--- config.mk ---
export PLATFORM = sky130hd
export DESIGN_NAME = text_page_line_wrapper_core
export DESIGN_NICKNAME = d
export VERILOG_FILES = /design/src/rtl/tplw_pkg.sv /design/src/rtl/tplw_layout.sv /design/src/rtl/text_page_line_wrapper_core.sv
export SDC_FILE = /design/constraint.sdc
export NUM_CORES = 1
export LEC_CHECK = 0
export ABC_CLOCK_PERIOD_IN_PS = 10830
export BUFFER_PORTS_ARGS = -buffer_cell sky130_fd_sc_hd__buf_2
export CAP_MARGIN = 20
export CORE_MARGIN = 3
export CORE_UTILIZATION = 55
export CTS_CLUSTER_SIZE = 12
export DETAILED_ROUTE_END_ITERATION = 8
export GPL_TIMING_DRIVEN = 0
export PLACE_DENSITY = 0.78
export SETUP_SLACK_MARGIN = 0.2
export SYNTH_ARGS = -nofsm -noshare
export SYNTH_HDL_FRONTEND = slang
export SYNTH_SLANG_ARGS = --single-unit
--- constraint.sdc ---
create_clock -name clock -period 10.83 [get_ports clock]
set_input_delay 1.6245 -clock clock [delete_from_list [all_inputs] [get_ports clock]]
set_output_delay 1.6245 -clock clock [all_outputs]
set_load 0.03 [all_outputs]
--- src/rtl/tplw_pkg.sv ---
// Shared types, constants, glyph width table and helpers for the page line wrapper.
package tplw_pkg;

   // Fixed field widths
   localparam int ROW_PX_W    = 10;
   localparam int ROWS_W      = 6;
   localparam int WIDE_PX_W   = 6;
   localparam int PAGE_OFS_W  = 24;
   localparam int NEXT_OFS_W  = 25;
   localparam int CSR_DATA_W  = 24;
   localparam int CSR_INDEX_W = 2;
   localparam int SKIP_W      = 3;
   localparam int GLYPH_PX_W  = 4;
   localparam int GLYPH_IDX_W = 7;
   localparam int ONES_W      = 4;

   // Byte codes
   localparam logic [7:0] ZERO_BYTE       = 8'd0;
   localparam logic [7:0] NEWLINE_BYTE    = 8'd10;
   localparam logic [7:0] FIRST_PRINTABLE = 8'd32;

   // Leading-one counts that classify a byte
   localparam logic [ONES_W-1:0] ONES_ASCII = 4'd0;
   localparam logic [ONES_W-1:0] ONES_CONT  = 4'd1;
   localparam logic [ONES_W-1:0] ONES_WIDE  = 4'd3;

   // Reset values of the registers
   localparam logic [ROW_PX_W-1:0]   RESET_ROW_WIDTH_LIMIT  = 10'd160;
   localparam logic [ROWS_W-1:0]     RESET_ROWS_PER_PAGE    = 6'd9;
   localparam logic [WIDE_PX_W-1:0]  RESET_WIDE_GLYPH_WIDTH = 6'd16;
   localparam logic [PAGE_OFS_W-1:0] RESET_PAGE_START       = 24'd0;

   typedef enum logic [1:0] {
      STOP_END_OF_DATA = 2'd0,
      STOP_PAGE_FULL   = 2'd1,
      STOP_STRAY_CONT  = 2'd2,
      STOP_TRUNCATED   = 2'd3
   } stop_cause_type;

   typedef enum logic [CSR_INDEX_W-1:0] {
      CSR_ROW_WIDTH_LIMIT   = 2'd0,
      CSR_ROWS_PER_PAGE     = 2'd1,
      CSR_WIDE_GLYPH_WIDTH  = 2'd2,
      CSR_PAGE_START_OFFSET = 2'd3
   } csr_index_type;

   typedef struct packed {
      logic [ROW_PX_W-1:0]  row_width_limit;
      logic [ROWS_W-1:0]    rows_per_page;
      logic [WIDE_PX_W-1:0] wide_glyph_width;
   } layout_cfg_type;

   // Pixel width of printable ASCII, space first; delete has zero width
   localparam logic [GLYPH_PX_W-1:0] GLYPH_PX [0:95] = '{
      4'd3, 4'd3, 4'd4, 4'd7, 4'd7, 4'd11, 4'd9, 4'd3, 4'd5, 4'd4, 4'd5, 4'd7, 4'd3, 4'd4,
      4'd3, 4'd3,
      4'd7, 4'd7, 4'd7, 4'd7, 4'd7, 4'd7, 4'd7, 4'd7, 4'd7, 4'd7, 4'd3, 4'd3, 4'd7, 4'd7,
      4'd7, 4'd7,
      4'd13, 4'd7, 4'd8, 4'd9, 4'd9, 4'd8, 4'd7, 4'd9, 4'd9, 4'd3, 4'd6, 4'd9, 4'd8, 4'd9,
      4'd9, 4'd9,
      4'd8, 4'd9, 4'd9, 4'd8, 4'd7, 4'd9, 4'd7, 4'd7, 4'd7, 4'd7, 4'd4, 4'd3, 4'd3, 4'd5,
      4'd7, 4'd4,
      4'd7, 4'd7, 4'd6, 4'd7, 4'd7, 4'd4, 4'd7, 4'd7, 4'd3, 4'd3, 4'd7, 4'd3, 4'd7, 4'd7,
      4'd7, 4'd7,
      4'd5, 4'd7, 4'd3, 4'd7, 4'd5, 4'd9, 4'd5, 4'd5, 4'd5, 4'd4, 4'd3, 4'd5, 4'd8, 4'd0,
      4'd0, 4'd0
   };

   // Number of leading ones in a byte, 0..8
   function automatic logic [ONES_W-1:0] leading_ones(input logic [7:0] b);
      logic [ONES_W-1:0] n;
      logic              run;
      n   = '0;
      run = 1'b1;
      for (int i = 7; i >= 0; i--) begin
         if (run && b[i]) begin
            n = n + ONES_W'(1);
         end else begin
            run = 1'b0;
         end
      end
      return n;
   endfunction

endpackage

--- src/rtl/tplw_layout.sv ---
// Layout state and combinational per-byte update: glyph width, row wrap, page stop.
module tplw_layout
   import tplw_pkg::*;
#(
   parameter int  PAGE_BYTES = 512,
   localparam int POS_W      = $clog2(PAGE_BYTES + 1)
) (
   input  logic                 clock,
   input  logic                 reset,
   input  logic                 step_en,
   input  logic [7:0]           text_byte,
   input  logic                 last_byte,
   input  layout_cfg_type       cfg,
   output logic [POS_W-1:0]     rep_break_row,
   output logic [POS_W-1:0]     rep_halt_pos,
   output logic [ROWS_W-1:0]    rep_rows,
   output stop_cause_type       rep_cause
);

   localparam logic [POS_W-1:0] PAGE_LIMIT = POS_W'(PAGE_BYTES);

   // Layout state
   logic [ROW_PX_W-1:0] pen_width_ff, pen_width_in;
   logic [ROWS_W-1:0]   row_count_ff, row_count_in;
   logic [POS_W-1:0]    byte_position_ff, byte_position_in;
   logic [POS_W-1:0]    row_break_mark_ff, row_break_mark_in;
   logic [SKIP_W-1:0]   skip_remaining_ff, skip_remaining_in;
   logic                halted_ff, halted_in;
   stop_cause_type      halt_reason_ff, halt_reason_in;
   logic [POS_W-1:0]    halt_position_ff, halt_position_in;
   logic [POS_W-1:0]    lead_offset_ff, lead_offset_in;
   logic                lead_is_wide_ff, lead_is_wide_in;

   // Updated values before the end-of-page clear
   logic [ROW_PX_W-1:0]   upd_pen;
   logic [ROWS_W-1:0]     upd_rows;
   logic [POS_W-1:0]      upd_pos;
   logic [POS_W-1:0]      upd_mark;
   logic [SKIP_W-1:0]     upd_skip;
   logic                  upd_halted;
   stop_cause_type        upd_reason;
   logic [POS_W-1:0]      upd_hpos;
   logic [POS_W-1:0]      upd_lead;
   logic                  upd_wide;

   logic [ONES_W-1:0]     ones;
   logic [7:0]            glyph_diff;
   logic [GLYPH_IDX_W-1:0] glyph_idx;
   logic [POS_W-1:0]      pos_next;
   logic                  place_en;
   logic [WIDE_PX_W-1:0]  place_px;
   logic [POS_W-1:0]      place_at;
   logic                  newline_en;
   logic                  ascii_en;
   logic [ROW_PX_W:0]     pen_sum;
   logic                  wrap;
   logic                  row_event;
   logic [POS_W-1:0]      row_start;
   logic [POS_W-1:0]      row_stop;
   logic [ROWS_W-1:0]     rows_inc;

   assign ones       = leading_ones(text_byte);
   assign glyph_diff = text_byte - FIRST_PRINTABLE;
   assign glyph_idx  = glyph_diff[GLYPH_IDX_W-1:0];
   assign pos_next   = byte_position_ff + POS_W'(1);

   // Per-byte layout update
   always_comb begin
      upd_pen    = pen_width_ff;
      upd_rows   = row_count_ff;
      upd_pos    = byte_position_ff;
      upd_mark   = row_break_mark_ff;
      upd_skip   = skip_remaining_ff;
      upd_halted = halted_ff;
      upd_reason = halt_reason_ff;
      upd_hpos   = halt_position_ff;
      upd_lead   = lead_offset_ff;
      upd_wide   = lead_is_wide_ff;
      place_en   = 1'b0;
      place_px   = '0;
      place_at   = byte_position_ff;
      newline_en = 1'b0;
      ascii_en   = 1'b0;

      // Byte classification
      if (!halted_ff) begin
         if (byte_position_ff >= PAGE_LIMIT) begin
            upd_halted = 1'b1;
            if (skip_remaining_ff != '0) begin
               upd_reason = STOP_TRUNCATED;
               upd_hpos   = lead_offset_ff;
            end else begin
               upd_reason = STOP_END_OF_DATA;
               upd_hpos   = PAGE_LIMIT;
            end
         end else if (skip_remaining_ff != '0) begin
            if (text_byte == ZERO_BYTE) begin
               upd_halted = 1'b1;
               upd_reason = STOP_TRUNCATED;
               upd_hpos   = lead_offset_ff;
            end else begin
               upd_skip = skip_remaining_ff - SKIP_W'(1);
               upd_pos  = pos_next;
               if ((skip_remaining_ff == SKIP_W'(1)) && lead_is_wide_ff) begin
                  place_en = 1'b1;
                  place_px = cfg.wide_glyph_width;
                  place_at = lead_offset_ff;
               end
            end
         end else if (text_byte == ZERO_BYTE) begin
            upd_halted = 1'b1;
            upd_reason = STOP_END_OF_DATA;
            upd_hpos   = byte_position_ff;
         end else if (ones == ONES_CONT) begin
            upd_halted = 1'b1;
            upd_reason = STOP_STRAY_CONT;
            upd_hpos   = byte_position_ff;
         end else if (ones == ONES_ASCII) begin
            ascii_en = 1'b1;
            if (text_byte == NEWLINE_BYTE) begin
               newline_en = 1'b1;
            end else if (text_byte >= FIRST_PRINTABLE) begin
               place_en = 1'b1;
               place_px = WIDE_PX_W'(GLYPH_PX[glyph_idx]);
            end
         end else begin
            upd_lead = byte_position_ff;
            upd_skip = SKIP_W'(ones - ONES_W'(1));
            upd_wide = (ones == ONES_WIDE);
            upd_pos  = pos_next;
         end
      end

      // Glyph placement and row wrap
      pen_sum = (ROW_PX_W + 1)'(pen_width_ff) + (ROW_PX_W + 1)'(place_px);
      wrap    = place_en && (pen_sum > (ROW_PX_W + 1)'(cfg.row_width_limit));
      if (place_en) begin
         upd_pen = wrap ? ROW_PX_W'(place_px) : pen_sum[ROW_PX_W-1:0];
      end
      if (newline_en) begin
         upd_pen = '0;
      end
      row_event = newline_en || wrap;
      row_start = newline_en ? pos_next : place_at;
      row_stop  = newline_en ? byte_position_ff : place_at;
      rows_inc  = row_count_ff + ROWS_W'(1);
      if (row_event) begin
         upd_rows = rows_inc;
         if ((cfg.rows_per_page != '0) && (rows_inc == cfg.rows_per_page - ROWS_W'(1))) begin
            upd_mark = row_start;
         end
         if (rows_inc >= cfg.rows_per_page) begin
            upd_halted = 1'b1;
            upd_reason = STOP_PAGE_FULL;
            upd_hpos   = row_stop;
         end
      end
      if (ascii_en && !upd_halted) begin
         upd_pos = pos_next;
      end

      // Last byte closes the page
      if (last_byte && !halted_ff && !upd_halted) begin
         upd_halted = 1'b1;
         if (upd_skip != '0) begin
            upd_reason = STOP_TRUNCATED;
            upd_hpos   = upd_lead;
         end else begin
            upd_reason = STOP_END_OF_DATA;
            upd_hpos   = upd_pos;
         end
      end
   end

   // Next state: hold when idle, clear after the last byte
   always_comb begin
      pen_width_in      = pen_width_ff;
      row_count_in      = row_count_ff;
      byte_position_in  = byte_position_ff;
      row_break_mark_in = row_break_mark_ff;
      skip_remaining_in = skip_remaining_ff;
      halted_in         = halted_ff;
      halt_reason_in    = halt_reason_ff;
      halt_position_in  = halt_position_ff;
      lead_offset_in    = lead_offset_ff;
      lead_is_wide_in   = lead_is_wide_ff;
      if (step_en) begin
         if (last_byte) begin
            pen_width_in      = '0;
            row_count_in      = '0;
            byte_position_in  = '0;
            row_break_mark_in = '0;
            skip_remaining_in = '0;
            halted_in         = 1'b0;
            halt_reason_in    = STOP_END_OF_DATA;
            halt_position_in  = '0;
            lead_offset_in    = '0;
            lead_is_wide_in   = 1'b0;
         end else begin
            pen_width_in      = upd_pen;
            row_count_in      = upd_rows;
            byte_position_in  = upd_pos;
            row_break_mark_in = upd_mark;
            skip_remaining_in = upd_skip;
            halted_in         = upd_halted;
            halt_reason_in    = upd_reason;
            halt_position_in  = upd_hpos;
            lead_offset_in    = upd_lead;
            lead_is_wide_in   = upd_wide;
         end
      end
   end

   always_ff @(posedge clock) begin
      if (reset) begin
         pen_width_ff      <= '0;
         row_count_ff      <= '0;
         byte_position_ff  <= '0;
         row_break_mark_ff <= '0;
         skip_remaining_ff <= '0;
         halted_ff         <= 1'b0;
         halt_reason_ff    <= STOP_END_OF_DATA;
         halt_position_ff  <= '0;
         lead_offset_ff    <= '0;
         lead_is_wide_ff   <= 1'b0;
      end else begin
         pen_width_ff      <= pen_width_in;
         row_count_ff      <= row_count_in;
         byte_position_ff  <= byte_position_in;
         row_break_mark_ff <= row_break_mark_in;
         skip_remaining_ff <= skip_remaining_in;
         halted_ff         <= halted_in;
         halt_reason_ff    <= halt_reason_in;
         halt_position_ff  <= halt_position_in;
         lead_offset_ff    <= lead_offset_in;
         lead_is_wide_ff   <= lead_is_wide_in;
      end
   end

   // Report values as they stand after this byte
   assign rep_break_row = upd_mark;
   assign rep_halt_pos  = upd_hpos;
   assign rep_rows      = upd_rows;
   assign rep_cause     = upd_reason;

`ifndef SYNTHESIS
   a_clear_after_last: assert property (@(posedge clock) disable iff (reset)
      step_en && last_byte |=> byte_position_ff == '0 && !halted_ff && row_count_ff == '0)
      else $error("layout state not cleared after last byte");

   a_position_bound: assert property (@(posedge clock) disable iff (reset)
      byte_position_ff <= PAGE_LIMIT)
      else $error("byte position beyond page size");

   a_halt_holds: assert property (@(posedge clock) disable iff (reset)
      halted_ff && !(step_en && last_byte) |=> halted_ff)
      else $error("halt released before last byte");
`endif

endmodule

--- src/rtl/text_page_line_wrapper_core.sv ---
// Top level of the page line wrapper: registers, input stage and result register.
// Takes one page byte per cycle, back to back, and gives one result item at the byte marked
// last: where the page stopped, how many rows were laid out, why it stopped, and where the
// next page starts (page start plus the start of the page's last row). Each byte passes
// an input register and the layout logic (table lookup, one add, one compare, row count),
// and the last byte also loads the result register, which holds the result item. A new
// byte is taken every cycle; the only stall comes when a last byte finds an earlier result
// still held by rsp_stall. The user must see that configuration is written only while the
// block is idle; the block itself does not enforce it. There is no clearing pass after reset.
module text_page_line_wrapper_core
   import tplw_pkg::*;
#(
   parameter int  PAGE_BYTES = 512,
   localparam int POS_W      = $clog2(PAGE_BYTES + 1)
) (
   input  logic                   clock,
   input  logic                   reset,
   // Configuration port
   input  logic                   csr_write_enable,
   input  logic [CSR_INDEX_W-1:0] csr_index,
   input  logic [CSR_DATA_W-1:0]  csr_write_data,
   // Byte input
   input  logic                   req_valid,
   output logic                   req_stall,
   input  logic [7:0]             req_text_byte,
   input  logic                   req_last_byte,
   // Result output
   output logic                   rsp_valid,
   input  logic                   rsp_stall,
   output logic [NEXT_OFS_W-1:0]  rsp_next_page_offset,
   output logic [POS_W-1:0]       rsp_break_row_offset,
   output logic [POS_W-1:0]       rsp_consumed_bytes,
   output logic [ROWS_W-1:0]      rsp_rows_completed,
   output logic [1:0]             rsp_stop_cause
);

   // Configuration registers
   logic [ROW_PX_W-1:0]   row_width_limit_ff, row_width_limit_in;
   logic [ROWS_W-1:0]     rows_per_page_ff, rows_per_page_in;
   logic [WIDE_PX_W-1:0]  wide_glyph_width_ff, wide_glyph_width_in;
   logic [PAGE_OFS_W-1:0] page_start_ff, page_start_in;
   layout_cfg_type        cfg;

   // Input stage
   logic       in_valid_ff, in_valid_in;
   logic [7:0] in_byte_ff, in_byte_in;
   logic       in_last_ff, in_last_in;
   logic       req_take;
   logic       step;

   // Result register
   logic                  rsp_valid_ff, rsp_valid_in;
   logic [NEXT_OFS_W-1:0] rsp_next_ofs_ff, rsp_next_ofs_in;
   logic [POS_W-1:0]      rsp_break_ff, rsp_break_in;
   logic [POS_W-1:0]      rsp_consumed_ff, rsp_consumed_in;
   logic [ROWS_W-1:0]     rsp_rows_ff, rsp_rows_in;
   stop_cause_type        rsp_cause_ff, rsp_cause_in;

   logic [POS_W-1:0]      rep_break_row;
   logic [POS_W-1:0]      rep_halt_pos;
   logic [ROWS_W-1:0]     rep_rows;
   stop_cause_type        rep_cause;

   // Register writes
   always_comb begin
      row_width_limit_in  = row_width_limit_ff;
      rows_per_page_in    = rows_per_page_ff;
      wide_glyph_width_in = wide_glyph_width_ff;
      page_start_in       = page_start_ff;
      if (csr_write_enable) begin
         case (csr_index_type'(csr_index))
            CSR_ROW_WIDTH_LIMIT:   row_width_limit_in  = csr_write_data[ROW_PX_W-1:0];
            CSR_ROWS_PER_PAGE:     rows_per_page_in    = csr_write_data[ROWS_W-1:0];
            CSR_WIDE_GLYPH_WIDTH:  wide_glyph_width_in = csr_write_data[WIDE_PX_W-1:0];
            CSR_PAGE_START_OFFSET: page_start_in       = csr_write_data[PAGE_OFS_W-1:0];
            default:               page_start_in       = page_start_ff;
         endcase
      end
   end

   always_ff @(posedge clock) begin
      if (reset) begin
         row_width_limit_ff  <= RESET_ROW_WIDTH_LIMIT;
         rows_per_page_ff    <= RESET_ROWS_PER_PAGE;
         wide_glyph_width_ff <= RESET_WIDE_GLYPH_WIDTH;
         page_start_ff       <= RESET_PAGE_START;
      end else begin
         row_width_limit_ff  <= row_width_limit_in;
         rows_per_page_ff    <= rows_per_page_in;
         wide_glyph_width_ff <= wide_glyph_width_in;
         page_start_ff       <= page_start_in;
      end
   end

   assign cfg.row_width_limit  = row_width_limit_ff;
   assign cfg.rows_per_page    = rows_per_page_ff;
   assign cfg.wide_glyph_width = wide_glyph_width_ff;

   // Handshake: a held item moves on unless it is a last byte facing a stalled result
   assign step      = in_valid_ff && (!in_last_ff || !rsp_valid_ff || !rsp_stall);
   assign req_stall = in_valid_ff && !step;
   assign req_take  = req_valid && !req_stall;

   always_comb begin
      in_valid_in = in_valid_ff;
      in_byte_in  = in_byte_ff;
      in_last_in  = in_last_ff;
      if (req_take) begin
         in_valid_in = 1'b1;
         in_byte_in  = req_text_byte;
         in_last_in  = req_last_byte;
      end else if (step) begin
         in_valid_in = 1'b0;
      end
   end

   always_ff @(posedge clock) begin
      if (reset) begin
         in_valid_ff <= 1'b0;
      end else begin
         in_valid_ff <= in_valid_in;
      end
      in_byte_ff <= in_byte_in;
      in_last_ff <= in_last_in;
   end

   tplw_layout #(
      .PAGE_BYTES (PAGE_BYTES)
   ) u_layout (
      .clock         (clock),
      .reset         (reset),
      .step_en       (step),
      .text_byte     (in_byte_ff),
      .last_byte     (in_last_ff),
      .cfg           (cfg),
      .rep_break_row (rep_break_row),
      .rep_halt_pos  (rep_halt_pos),
      .rep_rows      (rep_rows),
      .rep_cause     (rep_cause)
   );

   // Result register, loaded by a last byte
   always_comb begin
      rsp_valid_in    = rsp_valid_ff && rsp_stall;
      rsp_next_ofs_in = rsp_next_ofs_ff;
      rsp_break_in    = rsp_break_ff;
      rsp_consumed_in = rsp_consumed_ff;
      rsp_rows_in     = rsp_rows_ff;
      rsp_cause_in    = rsp_cause_ff;
      if (step && in_last_ff) begin
         rsp_valid_in    = 1'b1;
         rsp_next_ofs_in = NEXT_OFS_W'(page_start_ff) + NEXT_OFS_W'(rep_break_row);
         rsp_break_in    = rep_break_row;
         rsp_consumed_in = rep_halt_pos;
         rsp_rows_in     = rep_rows;
         rsp_cause_in    = rep_cause;
      end
   end

   always_ff @(posedge clock) begin
      if (reset) begin
         rsp_valid_ff <= 1'b0;
      end else begin
         rsp_valid_ff <= rsp_valid_in;
      end
      rsp_next_ofs_ff <= rsp_next_ofs_in;
      rsp_break_ff    <= rsp_break_in;
      rsp_consumed_ff <= rsp_consumed_in;
      rsp_rows_ff     <= rsp_rows_in;
      rsp_cause_ff    <= rsp_cause_in;
   end

   assign rsp_valid            = rsp_valid_ff;
   assign rsp_next_page_offset = rsp_next_ofs_ff;
   assign rsp_break_row_offset = rsp_break_ff;
   assign rsp_consumed_bytes   = rsp_consumed_ff;
   assign rsp_rows_completed   = rsp_rows_ff;
   assign rsp_stop_cause       = rsp_cause_ff;

`ifndef SYNTHESIS
   a_last_gives_result: assert property (@(posedge clock) disable iff (reset)
      step && in_last_ff |=> rsp_valid_ff)
      else $error("last byte gave no result");

   a_result_has_source: assert property (@(posedge clock) disable iff (reset)
      rsp_valid_ff && !$past(step && in_last_ff) |-> $past(rsp_valid_ff && rsp_stall))
      else $error("result appeared without a last byte");

   a_no_overwrite: assert property (@(posedge clock) disable iff (reset)
      rsp_valid_ff && rsp_stall |-> !(step && in_last_ff))
      else $error("held result overwritten");
`endif

endmodule

==> impl_metrics.json, run 1 <==
{
  "grt_antenna_before_repair": 0,
  "async_flop_share": 0,
  "worst_slew_pin_slew_ps": 944.9,
  "fmax_mhz": 92.26,
  "num-fill-cells": 1370,
  "drc_errors": 0,
  "synthAdderAreaFrac": 0.06796,
  "clk_pin_slew_ps": 80,
  "synth_top_family_by_area": "compound AO/OA/AOI/OAI gates",
  "relSlewSlack": 0.3678,
  "area_delta_synth_final_pct": 22.85,
  "hold_violations": 0,
  "grt_pass1_vias": 9474,
  "status": "finished with violations",
  "tritoncts.num_buffers": 17,
  "rows": 49,
  "drive_above_1_share": 0.2112,
  "nets": 1499,
  "dieArea_mm2": 0.02084,
  "syn_inst": 1227,
  "yosys.area_share.simple": 0.1763,
  "grt.overflow.total": 0,
  "synth_area_per_cell_um2": 8.583,
  "dp_cells": 1551,
  "synth_edf_count": 62,
  "hold_slack_ps": 460.1,
  "skew_ps": 13.59,
  "cp.arrival_ps": 11040,
  "p_per_area_mw_per_mm2": 127.7,
  "grt_pass1_wl_mm": 48.50,
  "ctsHtreeMaxLevel": 4,
  "fin_cells": 1645,
  "setup_violations": 2,
  "ys.flop_type": "dfxtp_1",
  "final_common_cell": "nand2_1",
  "end_kind": "flip-flop",
  "start_util": 0.5726,
  "synthesis.area_mm2": 0.01053,
  "drtAntennaViolNets": 0,
  "cpLargestDelayFamily": "compound AO/OA/AOI/OAI gates",
  "synth_xor_area_frac": 0.04788,
  "ys_ff_latch": 173,
  "fin_crit_ps": 10840,
  "setup_ws_ps": -8.604,
  "power_uw": 1652,
  "finalMaxSlewViolations": 0,
  "violations": "negative setup slack",
  "fin_crit_sh": 1.001,
  "final_cell_mix": "nand2_1 (136), nor2_1 (125), dfxtp_1 (111)",
  "routedWlPerCell_um": 19.70,
  "cap_violations": 0,
  "die_height_um": 144.4,
  "cp_slowest_cell": "edfxtp_1",
  "core_area_mm2": 0.01839,
  "path_class": "reg -> reg",
  "path_buf_inv": 11,
  "rsz0062_at_grt": "true",
  "synth_nets": 1323,
  "track_usage": 0.2916,
  "routed_wl_mm": 32.40,
  "startpoint_type": "flip-flop",
  "dr.pass1.iters": 6,
  "fin_util": 0.7034,
  "synth.area.mux_share": 0.04812,
  "viasPerCell": 6.281,
  "clockBufferDepth": 2,
  "clock_latency_ps": 450,
  "clock_tree.root_cell": "clkbuf_16",
  "grt_max_degree": 30,
  "yosysWarningCount": 0,
  "antenna_cells": 0,
  "num_vias": 10330,
  "critPathMaxFanout": 9,
  "worstPathRequired_ps": 11030,
  "yosysSeqAreaShare": 0.3878,
  "drt_iter0_markers": 1173,
  "holdCritPathClass": "reg -> reg",
  "synth_cell_types": 80,
  "clock-sinks": 173,
  "ios": 95,
  "dp_hpwl_mm": 21.75,
  "ir_worst_vdd_mv": 0.1192,
  "cts_tree": "yes",
  "hold_buffers": 0,
  "io_buffer_count": 93,
  "dieWidth_um": 144.4,
  "p_leak_uw": 0.005087,
  "crit_path_max_incr_delay_ps": 460,
  "gp_congestion": 0.9786,
  "synth_compound_area_frac": 0.2212
}
[layout make-up]
type | count | area [um2] | area share
plain buffers | 73 | 332.8 | 0.02573
flip-flops and latches | 173 | 4084 | 0.3157
multi-input cells | 918 | 6369 | 0.4923
repair buffers | 157 | 994.7 | 0.07689
clock buffers | 18 | 429.2 | 0.03317
well taps | 229 | 286.5 | 0.02215
inverters | 63 | 239.0 | 0.01847
clock inverters | 14 | 202.7 | 0.01567
[cells by family (layout without fill, tap and decap cells)]
logic type	Yosys count	count (layout)
multiplexers	49	49
XOR/XNOR	56	56
AND/OR/NAND/NOR	407	407
adder cells (fa/ha/maj)	56	56
AO/OA/AOI/OAI	350	350
flip-flops	173	173
buffers and inverters	136	325
[worst register-to-register path: cells and delay by family (launching register included)]
kind | cells | cell delay, ps
compound gates | 22 | 3530
xor+xnor | 2 | 310
buf+inv | 11 | 1130
fa+ha+maj | 12 | 3250
mux | 5 | 1000
simple gates | 8 | 900
flops | 1 | 460
[power breakdown]
group	switching, uW	internal (uW)	leakage, uW
clock network	289	392	0.000308
registers	10.4	689	0.00148
logic	172	99.3	0.00330
[per-stage QoR]
| stage | setup slack [ps] | setup TNS [ps] | area, um2 |
|---|---|---|---|
| finish | -8.604 | -14.31 | 12940 |
| global route | -444.9 | -4368 | 12940 |
| CTS | 208.3 | 0 | 12440 |
| detailed placement | -1419 | -18490 | 11340 |
| global placement | -1139 | -13140 | 11310 |
| floorplan | 239.0 | 0 | 10560 |
[routing by layer]
layer	GRT usage	routed length (um)	vias up
met5	0	0	-
met4	0.1149	1226	0
met3	0.06448	2812	110
met2	0.4557	15170	578
met1	0.3949	13190	4865
li1	-	-	4779
[synthesized netlist by cell type, types with 11 or more instances]
cell / number / area share
a21oi_1: 104 / 0.049
o31ai_1: 15 / 0.011
nor3_1: 16 / 0.0076
nand3_1: 39 / 0.019
mux2_2: 12 / 0.013
ha_1: 54 / 0.064
a31oi_1: 18 / 0.011
clkbuf_1: 55 / 0.020
and3_1: 12 / 0.0071
inv_1: 62 / 0.022
dfxtp_1: 111 / 0.21
a22oi_1: 20 / 0.014
a32oi_1: 14 / 0.012
nand2_1: 140 / 0.050
nand4_1: 11 / 0.0065
a22o_1: 15 / 0.012
mux2i_1: 36 / 0.034
a21o_1: 12 / 0.0086
o21ai_0: 59 / 0.028
nor2b_1: 11 / 0.0065
xor2_1: 14 / 0.012
edfxtp_1: 62 / 0.18
nor2_1: 128 / 0.046
xnor2_1: 41 / 0.034
[registers in the layout, indices dropped and copies added (netlist names), 2 cells and up]
register	flops
rows_per_page_ff	6
rsp_rows_completed	6
u_layout.skip_remaining_ff	3
rsp_stop_cause	2
rsp_next_page_offset	25
u_layout.halt_position_ff	10
rsp_consumed_bytes	10
u_layout.pen_width_ff	10
page_start_ff	24
u_layout.halt_reason_ff	2
u_layout.lead_offset_ff	10
u_layout.row_break_mark_ff	10
row_width_limit_ff	10
rsp_break_row_offset	10
in_byte_ff	8
u_layout.byte_position_ff	10
wide_glyph_width_ff	6
u_layout.row_count_ff	6
[repair_timing]
item	CTS	global route
buffers inserted	36	25
endpoints found under the setup margin	20	20
pin swaps	20	46
gates cloned	0	0
resized for setup	51	69
[path summary, 6_finish.rpt]
kind	start	endpoint	slack [ps]	cells after the start
setup / recovery	in_byte_ff[6]	rsp_next_page_offset[14]	-9	60
setup reg to reg	in_byte_ff[6]	rsp_next_page_offset[14]	-9	60
hold / removal	wide_glyph_width_ff[4]	wide_glyph_width_ff[4]	460	1
hold reg to reg	wide_glyph_width_ff[4]	wide_glyph_width_ff[4]	460	1
No activity file was read; power rests on OpenSTA's default activity.
==> run 2, diff against run 1 <==
--- a/config.mk
+++ b/config.mk
@@ -5,15 +5,17 @@
 export SDC_FILE = /design/constraint.sdc
 export NUM_CORES = 1
 export LEC_CHECK = 0
+export ABC_AREA = 1
 export ABC_CLOCK_PERIOD_IN_PS = 10830
-export BUFFER_PORTS_ARGS = -buffer_cell sky130_fd_sc_hd__buf_2
+export BUFFER_PORTS_ARGS = -buffer_cell sky130_fd_sc_hd__buf_4
 export CAP_MARGIN = 20
 export CORE_MARGIN = 3
 export CORE_UTILIZATION = 55
 export CTS_CLUSTER_SIZE = 12
 export DETAILED_ROUTE_END_ITERATION = 8
 export GPL_TIMING_DRIVEN = 0
-export PLACE_DENSITY = 0.78
+export HOLD_SLACK_MARGIN = 0.08
+export PLACE_DENSITY = 0.77
 export SETUP_SLACK_MARGIN = 0.2
 export SYNTH_ARGS = -nofsm -noshare
 export SYNTH_HDL_FRONTEND = slang
==> run 2 against run 1 <==
  * The flow now finishes without violations
  * Sequential power up 2%
  * Die area up 5.7%
  * Total power up 1.1%
  * Final cell count up 21%
  * First-iteration DRC count up 6.1%
  * Utilization down 1.8 points
  * Non-clock buffer count down 13
  * Combinational power up 32%
  * Register-to-register slack better by 420 ps
  * Final area up 4.5%
==> impl_metrics.json, run 2 <==
{
  "async_flop_share": 0,
  "ctsHtreeMaxLevel": 4,
  "path_class": "reg -> reg",
  "cts_tree": "yes",
  "core_area_mm2": 0.01972,
  "rows": 51,
  "grt.overflow.total": 0,
  "synth_nets": 1641,
  "dr.pass1.iters": 6,
  "final_common_cell": "nand2_1",
  "grt_max_degree": 46,
  "path_common_cell": "nand2_2",
  "start_util": 0.5662,
  "cp_slowest_cell": "edfxtp_1",
  "finalMaxSlewViolations": 0,
  "holdCritPathClass": "reg -> reg",
  "end_kind": "flip-flop",
  "cap_violations": 0,
  "drive_above_1_share": 0.1883,
  "synthesis.area_mm2": 0.01116,
  "fin_util": 0.6856,
  "worst_slew_pin_slew_ps": 925.6,
  "clockBufferDepth": 2,
  "grt_antenna_before_repair": 0,
  "synth_edf_count": 62,
  "ios": 95,
  "clk_pin_slew_ps": 80,
  "area_delta_synth_final_pct": 21.09,
  "skew_ps": 14.53,
  "fmax_mhz": 96.03,
  "drtAntennaViolNets": 0,
  "path_buf_inv": 11,
  "final_cell_mix": "nand2_1 (370), inv_1 (156), buf_4 (150)",
  "drt_iter0_markers": 1245,
  "tritoncts.num_buffers": 17,
  "gp_congestion": 1.048,
  "fin_crit_ps": 10410,
  "crit_path_max_incr_delay_ps": 460,
  "relSlewSlack": 0.3807,
  "track_usage": 0.2993,
  "ir_worst_vdd_mv": 0.1179,
  "startpoint_type": "flip-flop",
  "antenna_cells": 0,
  "viasPerCell": 5.703,
  "yosysWarningCount": 0,
  "hold_violations": 0,
  "clock_latency_ps": 430,
  "largest_reg_flops": 25,
  "dieWidth_um": 148.5,
  "yosys-top-cells-count": "nand2_1 (383), inv_1 (164), a21oi_1 (134)",
  "synthTopCellsByArea": "dfxtp_1 (20%), edfxtp_1 (17%), nand2_1 (13%)",
  "cp.arrival_ps": 10600,
  "nets": 1810,
  "cpLargestDelayFamily": "simple AND/OR/NAND/NOR gates",
  "status": "completed",
  "yosysSeqAreaShare": 0.3658,
  "ys.flop_type": "dfxtp_1",
  "grt_pass1_vias": 10280,
  "dieArea_mm2": 0.02204,
  "ys_ff_latch": 173,
  "synth_cell_types": 59,
  "grt_pass1_wl_mm": 53.01,
  "p_per_area_mw_per_mm2": 123.6,
  "worstPathRequired_ps": 11020,
  "die_height_um": 148.5,
  "setup_violations": 0,
  "yosysMostFrequentCell": "nand2_1",
  "clock_tree.root_cell": "clkbuf_16",
  "drc_errors": 0,
  "num_vias": 11360,
  "yosys.area.top_type": "dfxtp_1",
  "critPathMaxFanout": 6,
  "p_leak_uw": 0.006092,
  "routed_wl_mm": 34.60,
  "routedWlPerCell_um": 17.38,
  "dp_hpwl_mm": 24.30,
  "synth_area_per_cell_um2": 7.225,
  "synth.top_cell.area_share": 0.1991,
  "clock-sinks": 173,
  "syn_inst": 1545,
  "io_buffer_count": 94,
  "power_uw": 1671,
  "fin_crit_sh": 0.9616
}
-- run 2: changes by cell type after synthesis, moves of 17 or more --
cell      delta
xnor2_1     -33
nand2_1    +243
inv_1      +102
o21ai_0     +66
mux2i_1     -36
nor2_1      -17
a21oi_1     +30
xor2_1      +22
nand3_1     +51
a22oi_1     -19
o211ai_1    +18
inv_2       +21
-- run 2: worst register-to-register path, delay by kind of cell, from the launching register on --
kind	cells	cell delay, ps
AOI/OAI and AO/OA	13	1870
xor gates and xnor gates	2	290
adders and majority gates	11	2940
buffers and inverters	11	840
DFF	1	460
and+or+nand+nor	35	3770
-- run 2: layout make-up --
type	instances	area [um2]
repair buffers	150	1144
inverters	192	724.4
clock inverters	12	113.9
clock buffers	19	442.9
fillers	1606	6200
plain buffers	67	309.0
flip-flops and latches	173	4084
well taps	265	331.6
multi-input cells	1113	6369
-- run 2: what timing repair did --
action,CTS,global route
pin swaps,17,48
hold buffers,0,0
cloned,0,0
resized for setup,26,55
endpoints found under the setup margin,16,17
buffers inserted,17,37
-- run 2: path summary, 6_finish.rpt --
kind	start	endpoint	slack, ps	depth (start not counted)
setup / recovery	in_byte_ff[7]	rsp_next_page_offset[23]	420	72
setup reg to reg	in_byte_ff[7]	rsp_next_page_offset[23]	420	72
hold reg to reg	wide_glyph_width_ff[5]	wide_glyph_width_ff[5]	470	2
hold / removal	wide_glyph_width_ff[5]	wide_glyph_width_ff[5]	470	2
-- run 2: metrics by stage --
stage / setup TNS, ps / hold WS [ps] / std cells / worst slack (ps) / area, um2
2_1_floorplan: 0 / 428.0 / 1545 / 366.1 / 11160
3_3_place_gp: -4728 / 448.9 / 1904 / -720.8 / 12200
3_5_place_dp: -7757 / 448.8 / 1905 / -990.7 / 12220
4_1_cts: 0 / 463.3 / 1953 / 210.4 / 13010
5_1_grt: -523.4 / 482.2 / 1991 / -130.8 / 13520
6_report: 0 / 466.1 / 1991 / 416.1 / 13520
-- run 2: where the power goes --
part	total, uW	switching [uW]	leakage [uW]	internal [uW]
registers	711	13.5	0.00149	698
logic	358	237	0.00434	121
clock network	601	277	0.000268	325
total	1670	527	0.00609	1140
-- run 2: cells by family (layout without fill, tap and decap cells) --
| group | Yosys count | count (layout) | share of synthesized area |
|---|---|---|---|
| AOI/OAI and AO/OA | 336 | 336 | 0.1717 |
| xor gates and xnor gates | 45 | 45 | 0.03699 |
| adders and majority gates | 56 | 56 | 0.06411 |
| buffers and inverters | 259 | 440 | 0.09157 |
| DFF | 173 | 173 | 0.3658 |
| and+or+nand+nor | 676 | 676 | 0.2698 |
-- run 2: layer usage --
metal | vias up | routed length (um) | global-route usage
met2 | 633 | 15390 | 0.4628
met5 | - | 0 | 0
met4 | 0 | 1186 | 0.1155
li1 | 5463 | - | -
met3 | 114 | 3829 | 0.06856
met1 | 5145 | 14190 | 0.4099
